$ cat src/rtl/assert_macros.svh
// Assertion macros shared by the tracker RTL.
// The macros expect clk in the using module; MFT_ASSERT also needs rst_n.
`ifndef ASSERT_MACROS_SVH
`define ASSERT_MACROS_SVH

// Checked on every rising edge outside reset.
`define MFT_ASSERT(lbl, prop, msg) \
  lbl: assert property (@(posedge clk) disable iff (!rst_n) prop) else $error(msg);

// Checked on every rising edge, reset included.
`define MFT_ASSERT_ALWAYS(lbl, prop, msg) \
  lbl: assert property (@(posedge clk) prop) else $error(msg);

`endif

$ cat src/rtl/mft_pkg.sv
// Shared types and constants of the multi-turn tracker.
// No dependencies.
package mft_pkg;

  localparam int REV_COUNTS = 8192;
  localparam int HALF_REV   = 4096;

  typedef struct packed {
    logic [31:0] total;
    logic [15:0] speed;
    logic [15:0] angle;
  } mft_entry_t;

endpackage

$ cat src/rtl/mft_state_mem.sv
// Per-slot state memory: one write and one registered read port, per-entry valid bits.
// Forwards the most recent write to the read output. Depends on mft_pkg.
module mft_state_mem
  import mft_pkg::*;
#(
  parameter int DEPTH = 8,
  parameter int AW    = 3
) (
  input  logic          clk,
  input  logic          rst_n,
  input  logic          rd_en,
  input  logic [AW-1:0] rd_idx,
  output mft_entry_t    rd_q,
  input  logic          wr_en,
  input  logic [AW-1:0] wr_idx,
  input  mft_entry_t    wr_data
);

  mft_entry_t           mem [DEPTH];
  logic [DEPTH-1:0]     vld_r;
  mft_entry_t           rd_data_r;
  logic [AW-1:0]        rd_idx_r;
  logic                 fwd_vld_r;
  logic [AW-1:0]        fwd_idx_r;
  mft_entry_t           fwd_data_r;

  always_ff @(posedge clk) begin
    if (wr_en) begin
      mem[wr_idx] <= wr_data;
    end
  end

  always_ff @(posedge clk) begin
    if (rd_en) begin
      rd_data_r <= vld_r[rd_idx] ? mem[rd_idx] : '0;
      rd_idx_r  <= rd_idx;
    end
    if (wr_en) begin
      fwd_idx_r  <= wr_idx;
      fwd_data_r <= wr_data;
    end
  end

  always_ff @(posedge clk) begin
    if (!rst_n) begin
      vld_r     <= '0;
      fwd_vld_r <= 1'b0;
    end else if (wr_en) begin
      vld_r[wr_idx] <= 1'b1;
      fwd_vld_r     <= 1'b1;
    end
  end

  // latest write to the entry wins over the array copy
  assign rd_q = (fwd_vld_r && (fwd_idx_r == rd_idx_r)) ? fwd_data_r : rd_data_r;

endmodule

$ cat src/rtl/mft_unwrap.sv
// Angle unwrap: new slot state from the stored state and the frame's angle and speed.
// Depends on mft_pkg.
module mft_unwrap
  import mft_pkg::*;
(
  input  mft_entry_t  old_entry,
  input  logic [15:0] angle,
  input  logic [15:0] speed,
  output mft_entry_t  new_entry
);

  localparam logic signed [17:0] REV18 = 18'(REV_COUNTS);

  logic signed [16:0] delta;
  logic signed [17:0] delta18;
  logic signed [17:0] adj;

  always_comb begin
    delta   = $signed({1'b0, angle}) - $signed({1'b0, old_entry.angle});
    delta18 = 18'(delta);
    adj     = '0;
    if (old_entry.speed != 16'd0) begin
      if (delta < -HALF_REV) begin
        adj = delta18 + REV18;
      end else if (delta > HALF_REV) begin
        adj = delta18 - REV18;
      end else if ((delta > -HALF_REV) && (delta < HALF_REV)) begin
        adj = delta18;
      end
    end
    new_entry.total = old_entry.total + 32'(adj);
    new_entry.speed = speed;
    new_entry.angle = angle;
  end

endmodule

$ cat src/rtl/motor_feedback_multiturn_tracker_unit.sv
// Motor feedback multi-turn tracker, top level.
// Uses mft_pkg, mft_state_mem, mft_unwrap and assert_macros.svh.
//
// Input channel (in_valid/in_ready): one feedback frame per transfer, a slot
// number and seven payload bytes. Result channel (out_valid/out_ready): one
// result per frame with the decoded angle, speed, current, temperature and
// the slot's accumulated total angle after that frame.
// Path: each frame passes the read stage register, then the output register.
// Throughput: one frame per cycle while results are taken; each slot's
// read-modify-write spans the registered state read and the write-back as
// the frame leaves; the last write is forwarded so frames to one slot see it.
// Slots at or above NUM_MOTORS touch no state and report a total of zero.
// Reset: synchronous, active low; all slots read as zero afterwards through
// per-entry valid bits, no clearing pass.
// Receiver stall: the output register holds its result; one more frame is
// held in the read stage, after which in_ready drops until out_ready returns.
`include "assert_macros.svh"

module motor_feedback_multiturn_tracker_unit
  import mft_pkg::*;
#(
  parameter int NUM_MOTORS = 8
) (
  input  logic               clk,
  input  logic               rst_n,
  input  logic               in_valid,
  output logic               in_ready,
  input  logic [2:0]         in_slot,
  input  logic [7:0]         in_angle_hi,
  input  logic [7:0]         in_angle_lo,
  input  logic [7:0]         in_speed_hi,
  input  logic [7:0]         in_speed_lo,
  input  logic [7:0]         in_current_hi,
  input  logic [7:0]         in_current_lo,
  input  logic [7:0]         in_temperature_in,
  output logic               out_valid,
  input  logic               out_ready,
  output logic [2:0]         out_slot_out,
  output logic [15:0]        out_angle,
  output logic signed [15:0] out_speed,
  output logic signed [15:0] out_current,
  output logic [7:0]         out_temperature,
  output logic signed [31:0] out_total_angle_out
);

  localparam int AW = (NUM_MOTORS > 1) ? $clog2(NUM_MOTORS) : 1;

  logic          in_xfer;
  logic          in_range;
  logic          s1_adv;
  logic          s1_valid_r;
  logic [2:0]    s1_slot_r;
  logic [15:0]   s1_ang_r;
  logic [15:0]   s1_spd_r;
  logic [15:0]   s1_cur_r;
  logic [7:0]    s1_temp_r;
  logic          s1_inr_r;
  logic          out_valid_r;
  logic [2:0]    out_slot_r;
  logic [15:0]   out_ang_r;
  logic [15:0]   out_spd_r;
  logic [15:0]   out_cur_r;
  logic [7:0]    out_temp_r;
  logic [31:0]   out_tot_r;
  logic          wr_en;
  mft_entry_t    old_entry;
  mft_entry_t    new_entry;

  assign in_range = (32'(in_slot) < NUM_MOTORS);
  assign s1_adv   = !out_valid_r || out_ready;
  assign in_ready = !s1_valid_r || s1_adv;
  assign in_xfer  = in_valid && in_ready;
  assign wr_en    = s1_valid_r && s1_adv && s1_inr_r;

  mft_state_mem #(
    .DEPTH (NUM_MOTORS),
    .AW    (AW)
  ) u_mem (
    .clk     (clk),
    .rst_n   (rst_n),
    .rd_en   (in_xfer && in_range),
    .rd_idx  (AW'(in_slot)),
    .rd_q    (old_entry),
    .wr_en   (wr_en),
    .wr_idx  (AW'(s1_slot_r)),
    .wr_data (new_entry)
  );

  mft_unwrap u_unwrap (
    .old_entry (old_entry),
    .angle     (s1_ang_r),
    .speed     (s1_spd_r),
    .new_entry (new_entry)
  );

  always_ff @(posedge clk) begin
    if (!rst_n) begin
      s1_valid_r  <= 1'b0;
      out_valid_r <= 1'b0;
    end else begin
      if (in_ready) begin
        s1_valid_r <= in_valid;
      end
      if (s1_adv) begin
        out_valid_r <= s1_valid_r;
      end
    end
  end

  always_ff @(posedge clk) begin
    if (in_xfer) begin
      s1_slot_r <= in_slot;
      s1_ang_r  <= {in_angle_hi, in_angle_lo};
      s1_spd_r  <= {in_speed_hi, in_speed_lo};
      s1_cur_r  <= {in_current_hi, in_current_lo};
      s1_temp_r <= in_temperature_in;
      s1_inr_r  <= in_range;
    end
    if (s1_adv && s1_valid_r) begin
      out_slot_r <= s1_slot_r;
      out_ang_r  <= s1_ang_r;
      out_spd_r  <= s1_spd_r;
      out_cur_r  <= s1_cur_r;
      out_temp_r <= s1_temp_r;
      out_tot_r  <= s1_inr_r ? new_entry.total : 32'd0;
    end
  end

  assign out_valid           = out_valid_r;
  assign out_slot_out        = out_slot_r;
  assign out_angle           = out_ang_r;
  assign out_speed           = $signed(out_spd_r);
  assign out_current         = $signed(out_cur_r);
  assign out_temperature     = out_temp_r;
  assign out_total_angle_out = $signed(out_tot_r);

  `MFT_ASSERT(a_oor_total_zero, (out_valid_r && (32'(out_slot_r) >= NUM_MOTORS)) |-> (out_tot_r == 32'd0), "out-of-range slot reported a nonzero total")
  `MFT_ASSERT(a_ready_only_full, !in_ready |-> (s1_valid_r && out_valid_r && !out_ready), "input stalled while the pipeline had room")
  `MFT_ASSERT(a_s1_to_out, (s1_valid_r && s1_adv) |=> out_valid_r, "frame in read stage was lost on its way to the output")
  `MFT_ASSERT_ALWAYS(a_wr_needs_frame, wr_en |-> s1_valid_r, "state write without a frame in the read stage")

endmodule
$ cat config.mk
export PLATFORM = sky130hd
export DESIGN_NAME = motor_feedback_multiturn_tracker_unit
export DESIGN_NICKNAME = d
export VERILOG_FILES = /design/src/rtl/mft_pkg.sv /design/src/rtl/mft_state_mem.sv /design/src/rtl/mft_unwrap.sv /design/src/rtl/motor_feedback_multiturn_tracker_unit.sv
export VERILOG_INCLUDE_DIRS = /design/src /design/src/rtl
export SDC_FILE = /design/constraint.sdc
export NUM_CORES = 1
export LEC_CHECK = 0
export ABC_AREA = 1
export BUFFER_PORTS_ARGS = -buffer_cell sky130_fd_sc_hd__buf_2
export CAP_MARGIN = 15
export CORE_AREA = 4 4 242 244
export DETAILED_ROUTE_END_ITERATION = 7
export DIE_AREA = 0 0 246 248
export PLACE_DENSITY_LB_ADDON = 0.3
export SLEW_MARGIN = 25
export SYNTH_ARGS = -nofsm -noshare
export SYNTH_HDL_FRONTEND = slang
export SYNTH_HIERARCHICAL = 1
export SYNTH_SLANG_ARGS = --single-unit
$ cat constraint.sdc
create_clock -name clk -period 48.3 [get_ports clk]
set_input_delay 9.66 -clock clk [delete_from_list [all_inputs] [get_ports clk]]
set_output_delay 9.66 -clock clk [all_outputs]
set_load 0.01 [all_outputs]
==> impl_metrics.yaml, run 1 <==
die:
  placementRows: 87
  chipHeight_microns: 248
  floorplan.io_pins: 156
  die_w_microns: 246
  core_sq_um: 56300
  initial_utilization: 0.647
  die_footprint_sq_um: 61000
power:
  vdd_ir_drop_max_mv: 0.0309
  static-leakage-power_uw: 0.0182
  power-per-cell-area_nw_per_um2: 42.5
  design_power_total_uw: 1690
cts:
  cts_root_buffer: "sky130_fd_sc_hd__clkbuf_16"
  post_cts_buffers: 0
  cts.sink_count: 807
  ctsHoldBuffers: 0
  clock_latency_ns: 0.63
  cts_tree: "yes"
  deepest_level_of_the_cts_h_tree: 3
  cts.path.max_buffers: 3
  tritoncts.num_buffers: 80
  post_cts_resize_count: 0
  clk_transition_reported_paths_ns: 0.06
place:
  dpl.cell_count: 4350
  place.port_buffers: 155
  gp_congestion: 0.903
  hpwlAfterDp_microns: 42500
logic_synthesis:
  ys_ff_latch: 807
  synth.yosys.seq_area_share: 0.663
  syn-instance-count: 3576
  number_of_warning_messages_in_the_yosys_log: 6
  post_synth_instance_area_sq_um: 36400
  post_synth.cell_area_avg_sq_um: 10.2
  synth.distinct_cells: 46
  postSynth.topFlopCell: "sky130_fd_sc_hd__edfxtp_1"
  synth-edff-count: 796
  synthesis.nets: 3675
  post_synthesis_async_set_or_reset_flop_share: 0
global_routing:
  grt_start_max_net_pins: 100
  grt_util_all_layers: 0.256
  globalRoute.totalOverflow: 0
  grt_first_pass_wirelength_microns: 123000
  grt_pass1_vias: 23100
  number_of_antenna_violations_at_the_first_check_in_global_routing: 0
critical_path:
  cp_data_required_time_ns: 38.64
  criticalPathCategory: "in -> out"
  worst_path_most_repeated_cell: "sky130_fd_sc_hd__buf_2"
  critical_path_data_arrival_time_ns: 10.16
  type_of_element_capturing_the_critical_path: "output pin"
  slowest_stage: "sky130_fd_sc_hd__buf_2"
  critPathMaxFanout: 3
  setup.worst_path.start_class: "primary input"
  cpPeakStageDelay_ns: 0.16
  crit_chain: "buf_2, inv_1, nand3_2, buf_2"
sta:
  relSlewSlack: 0.312
  layout_worst_path_cycle_share: 0.410
  rsz0062_at_grt: "false"
  drv_slew: 0
  clock-skew-final_ns: 0.0258
  finalHoldViolations: 0
  final.setup.tns_ns: 0
  worst_max_slew_pin_slew_ns: 1.03
  fmax_ghz: 0.0505
  layout_min_cycle_time_ns: 19.82
  finalSetupViolCount: 0
routing:
  route.detailed.wl_per_inst_microns: 17.5
  firstDrtPassIters: 6
  detail_route.iter0.violations: 2616
  routed_via_density: 5.42
  routed-via-count: 24300
  detail_route.drc_violations: 0
  finalWirelength_microns: 78600
  antenna_left: 0
cells_and_area:
  post-route-util: 0.706
  design.final.nets: 3775
  antenna_cells_inserted: 0
  drive_above_1_share: 0.0969
  finalNonFillerCells: 4492
  synthToLayoutAreaGrowth_pct: 9.16
  fillCellCount: 3855
flow_run:
  cap_violations: 0
run_status:
  outcome: "complete, no violations"
min_path:
  type_of_the_most_critical_hold_path: "reg -> reg"
[cells in the final DEF (no fill, tap or decap), types with 9 or more instances in the layout]
cell type	count
sky130_fd_sc_hd__buf_4	24
sky130_fd_sc_hd__nand2_1	1248
sky130_fd_sc_hd__buf_2	153
sky130_fd_sc_hd__ha_1	34
sky130_fd_sc_hd__a21oi_1	37
sky130_fd_sc_hd__dfxtp_1	11
sky130_fd_sc_hd__nand3_1	367
sky130_fd_sc_hd__clkbuf_16	81
sky130_fd_sc_hd__edfxtp_1	796
sky130_fd_sc_hd__o41ai_1	10
sky130_fd_sc_hd__nor2_1	54
sky130_fd_sc_hd__inv_2	10
sky130_fd_sc_hd__xor2_1	18
sky130_fd_sc_hd__clkbuf_1	20
sky130_fd_sc_hd__o21ai_0	13
sky130_fd_sc_hd__nand3_2	10
sky130_fd_sc_hd__clkinv_2	16
sky130_fd_sc_hd__nand4_1	10
sky130_fd_sc_hd__inv_1	701
sky130_fd_sc_hd__clkinv_1	17
sky130_fd_sc_hd__nand2_2	17
sky130_fd_sc_hd__nor2_2	9
[logic make-up after synthesis]
family	Yosys count	share of synthesized area
compound gates	84	0.0146
buf+inv	880	0.104
flops	807	0.663
xor+xnor	26	0.00626
fa+ha+maj	36	0.0128
simple gates	1743	0.199
[power breakdown]
part           switching (uW)  internal [uW]  leakage, uW
sequential               12.1            858      0.00746
clock                     252            328      0.00120
combinational             179           59.3      0.00956
[registers in the layout, summed over array words and instances (netlist names), 16 cells and up]
name                 flops
u_mem/mem              512
u_mem/fwd_data_r        64
u_mem/rd_data_r         64
out_total_angle_out     32
out_angle               16
out_current             16
out_speed               16
s1_ang_r                16
s1_cur_r                16
s1_spd_r                16
[metal layers]
metal	track usage	wire (microns)
met5	0	0
met4	0.0874	2420
met3	0.0431	6760
met2	0.427	37700
met1	0.347	31700
[cell usage after synthesis, types with 2 or more instances]
cell type,number,area (sq um)
sky130_fd_sc_hd__ha_1,34,425
sky130_fd_sc_hd__buf_6,29,327
sky130_fd_sc_hd__nor3_1,2,10.0
sky130_fd_sc_hd__nor2_2,9,56.3
sky130_fd_sc_hd__buf_4,48,360
sky130_fd_sc_hd__a21oi_2,4,35.0
sky130_fd_sc_hd__nor4_1,4,25.0
sky130_fd_sc_hd__o31ai_1,2,15.0
sky130_fd_sc_hd__o21ai_0,13,65.1
sky130_fd_sc_hd__inv_1,710,2670
sky130_fd_sc_hd__nand3_1,367,1840
sky130_fd_sc_hd__o21ai_1,3,15.0
sky130_fd_sc_hd__xnor2_1,8,70.1
sky130_fd_sc_hd__inv_2,6,22.5
sky130_fd_sc_hd__nand2_1,1249,4690
sky130_fd_sc_hd__nand3_2,10,100
sky130_fd_sc_hd__dfxtp_1,11,220
sky130_fd_sc_hd__edfxtp_1,796,23900
sky130_fd_sc_hd__nand2_2,17,106
sky130_fd_sc_hd__a21oi_1,38,190
sky130_fd_sc_hd__o41ai_1,10,87.6
sky130_fd_sc_hd__o21ai_2,5,43.8
sky130_fd_sc_hd__and2_1,4,25.0
sky130_fd_sc_hd__nand3b_1,6,45.0
sky130_fd_sc_hd__xor2_1,18,158
sky130_fd_sc_hd__o21a_1,3,22.5
sky130_fd_sc_hd__buf_2,72,360
sky130_fd_sc_hd__nand3_4,2,35.0
sky130_fd_sc_hd__nand4_1,10,62.6
sky130_fd_sc_hd__nor2_1,57,214
sky130_fd_sc_hd__buf_1,2,7.51
sky130_fd_sc_hd__nor2_4,2,22.5
sky130_fd_sc_hd__clkbuf_1,11,41.3
sky130_fd_sc_hd__fa_1,2,40.0
[stage by stage]
stage / area (sq um) / hold slack [ns] / setup WS (ns)
floorplan: 36400 / 0.400 / 24.92
global placement: 37300 / 0.400 / 28.48
detailed placement: 37300 / 0.405 / 28.48
CTS: 39700 / 0.415 / 28.48
global route: 39700 / 0.421 / 28.45
finish: 39700 / 0.414 / 28.48
[final cells by class]
| cell class | count | area, sq um | area share |
|---|---|---|---|
| Sequential cell | 807 | 24100 | 0.607 |
| Multi-Input combinational cell | 1889 | 8530 | 0.215 |
| Inverter | 718 | 2710 | 0.0683 |
| Clock buffer | 103 | 2130 | 0.0536 |
| Timing Repair Buffer | 180 | 980 | 0.0247 |
| Tap cell | 756 | 946 | 0.0238 |
| Clock inverter | 39 | 314 | 0.00790 |
[path summary, 6_finish.rpt]
path / from / to / slack, ns / cells past startpoint
worst max-delay path: out_ready / in_ready / 28.48 / 4
worst min-delay path: s1_cur_r[9] / out_current[9] / 0.41 / 0
worst max register to register: u_mem/rd_idx_r[1] / u_mem/mem[1][52] / 41.51 / 28
worst min register to register: s1_cur_r[9] / out_current[9] / 0.41 / 0
[worst max-delay path, delay by kind of cell]
| family | cells | cell delay, ns |
|---|---|---|
| buffers and inverters | 3 | 0.38 |
| and+or+nand+nor | 1 | 0.12 |
Power figures use the tool's default switching activity.
==> inputs of run 2 (changes only) <==
- CORE_AREA: 4 4 242 244 -> 4 4 260 262
- DIE_AREA: 0 0 246 248 -> 0 0 264 266
- clock period: 48.3 -> 16.5 ns (I/O delays scaled with it)
==> run 2 against run 1 <==
Net effect:
- first-iteration DRC count fell by 19%
- clock-buffer cell count is 3 lower
- largest cell class unchanged
- worst hold slack gained 0.0030 ns
- setup slack got worse by 19 ns
- sequential power rose to 2.9 times the previous value
- global-route usage down 3.8 points
- combinational power rose to 2.9 times the previous value
- via count is 3.3% lower
- core utilization decreased by 9.2 points
- cell count rose by 2.7%
- die area grew 15%
==> impl_metrics.yaml, run 2 (synthesis gave the netlist of run 1 again) <==
cts:
  cts_tree: "yes"
  post_cts_resize_count: 0
  deepest_level_of_the_cts_h_tree: 3
  post_cts_buffers: 0
  clock_latency_ns: 0.64
  ctsHoldBuffers: 0
  cts.sink_count: 807
  clk_transition_reported_paths_ns: 0.06
  cts.path.max_buffers: 3
  tritoncts.num_buffers: 84
  cts_root_buffer: "sky130_fd_sc_hd__clkbuf_16"
sta:
  layout_min_cycle_time_ns: 7.10
  finalSetupViolCount: 0
  layout_worst_path_cycle_share: 0.430
  rsz0062_at_grt: "false"
  relSlewSlack: 0.315
  clock-skew-final_ns: 0.0336
  finalHoldViolations: 0
  final.setup.tns_ns: 0
  fmax_ghz: 0.141
  worst_max_slew_pin_slew_ns: 1.03
  drv_slew: 0
critical_path:
  worstReg2RegStart: "u_mem/rd_idx_r[1]"
  setup.worst_path.start_class: "primary input"
  crit_chain: "buf_2, inv_1, nand3_2, buf_2"
  timing.rr.end: "u_mem/mem[0][52]"
  criticalPathCategory: "in -> out"
  type_of_element_capturing_the_critical_path: "output pin"
  critPathLaunch: "out_ready"
  critical_path_cell_count: 4
  cp_data_required_time_ns: 13.20
  worst_path_most_repeated_cell: "sky130_fd_sc_hd__buf_2"
  reg2reg_setup_slack_ns: 9.55
  cp_num_buf_inv: 3
  cpPeakStageDelay_ns: 0.16
  critPathMaxFanout: 3
  slowest_stage: "sky130_fd_sc_hd__buf_2"
  critical-path-top-delay-family: "buffers and inverters"
  critical_path_data_arrival_time_ns: 3.80
  ff2ff_path_depth: 32
global_routing:
  globalRoute.totalOverflow: 0
  grt_start_max_net_pins: 162
  grt_pass1_vias: 22700
  number_of_antenna_violations_at_the_first_check_in_global_routing: 0
  grt_first_pass_wirelength_microns: 121000
  grt_util_all_layers: 0.218
routing:
  routed_via_density: 5.10
  antenna_left: 0
  finalWirelength_microns: 76800
  detail_route.iter0.violations: 2109
  firstDrtPassIters: 5
  detail_route.drc_violations: 0
  routed-via-count: 23500
  route.detailed.wl_per_inst_microns: 16.6
cells_and_area:
  largest_register_ff_count: 512
  largest_regs: "u_mem/mem (512), u_mem/fwd_data_r (64), u_mem/rd_data_r (64)"
  leading_cell_type_in_the_layout_fill_and_taps_excluded: "sky130_fd_sc_hd__nand2_1"
  synthToLayoutAreaGrowth_pct: 10.3
  drive_above_1_share: 0.0987
  design.final.nets: 3777
  antenna_cells_inserted: 0
  fillCellCount: 5188
  layout_common_cells: "sky130_fd_sc_hd__nand2_1 (1248), sky130_fd_sc_hd__edfxtp_1 (796), sky130_fd_sc_hd__inv_1 (701)"
  max_flop_register: "u_mem/mem"
min_path:
  type_of_the_most_critical_hold_path: "reg -> reg"
  cell_depth_of_the_worst_hold_path: 0
  min_to: "out_temperature[0]"
  holdCritStartpoint: "s1_temp_r[0]"
place:
  place.port_buffers: 155
  gp_congestion: 0.891
  hpwlAfterDp_microns: 41300
power:
  p_int_uw: 3740
  design_power_total_uw: 5070
  clock_power_share: 0.361
  vdd_ir_drop_max_mv: 0.0734
  static-leakage-power_uw: 0.0183
  p_sw_uw: 1330
  relative_contribution_of_sequential_cells_to_total_power: 0.503
  proportion_of_power_drawn_by_combinational_gates: 0.136
  power.switching_fraction: 0.263
  power-per-cell-area_nw_per_um2: 126
die:
  die_w_microns: 264
  floorplan.io_pins: 156
  core_sq_um: 65400
  chipHeight_microns: 266
  placementRows: 94
  initial_utilization: 0.557
  die_footprint_sq_um: 70200
run_status:
  outcome: "complete, no violations"
flow_run:
  cap_violations: 0
run 2: cell types whose count changed in the layout (fill, tap and decap cells not counted), sizes merged:
cell	before	now
buf	180	177
clkinv	38	50
clkbuf	103	101
inv	716	714
clkinvlp	0	5
bufinv	3	6
run 2: cell type report:
type,instances,area [sq um],area share
clock buffer,100,2180,0.0544
timing repair buffer,178,972,0.0242
sequential,807,24100,0.601
clock inverter,57,534,0.0133
inverter,718,2720,0.0676
tap,864,1080,0.0269
multi-input combinational,1889,8530,0.213
run 2: through the flow:
step	instance area (sq um)	cells	setup WS (ns)	utilization	hold WS, ns
2_1_floorplan	36400	3576	3.00	-	0.400
3_3_place_gp	37400	4456	9.41	0.572	0.401
3_5_place_dp	37400	4456	9.40	0.572	0.405
4_1_cts	40100	4613	9.40	0.614	0.419
5_1_grt	40100	4613	9.00	0.614	0.428
6_report	40100	4613	9.40	0.614	0.417
run 2: power by group through the flow:
| stage | logic [uW] | registers, uW | clock network (uW) |
|---|---|---|---|
| floorplan | 474 | 2590 | 0 |
| global placement | 667 | 2590 | 0 |
| detailed placement | 680 | 2590 | 0 |
| CTS | 686 | 2550 | 1870 |
| global route | 769 | 2560 | 1970 |
| finish | 688 | 2550 | 1830 |
run 2: worst max path at each step:
| stage | to |
|---|---|
| 5_1_grt | u_mem/fwd_data_r[52] |
| 4_1_cts | in_ready |
| 3_5_place_dp | in_ready |
| 2_1_floorplan | u_mem/mem[1][0] |
| 3_3_place_gp | in_ready |
| 6_report | in_ready |
run 2: metal layers:
metal | vias to the layer above | wire (microns) | global-route usage
met1 | 11100 | 33500 | 0.305
met4 | 0 | 1740 | 0.0691
met3 | 119 | 5410 | 0.0304
met2 | 783 | 36100 | 0.359
li1 | 11500 | - | -
met5 | - | 0 | 0
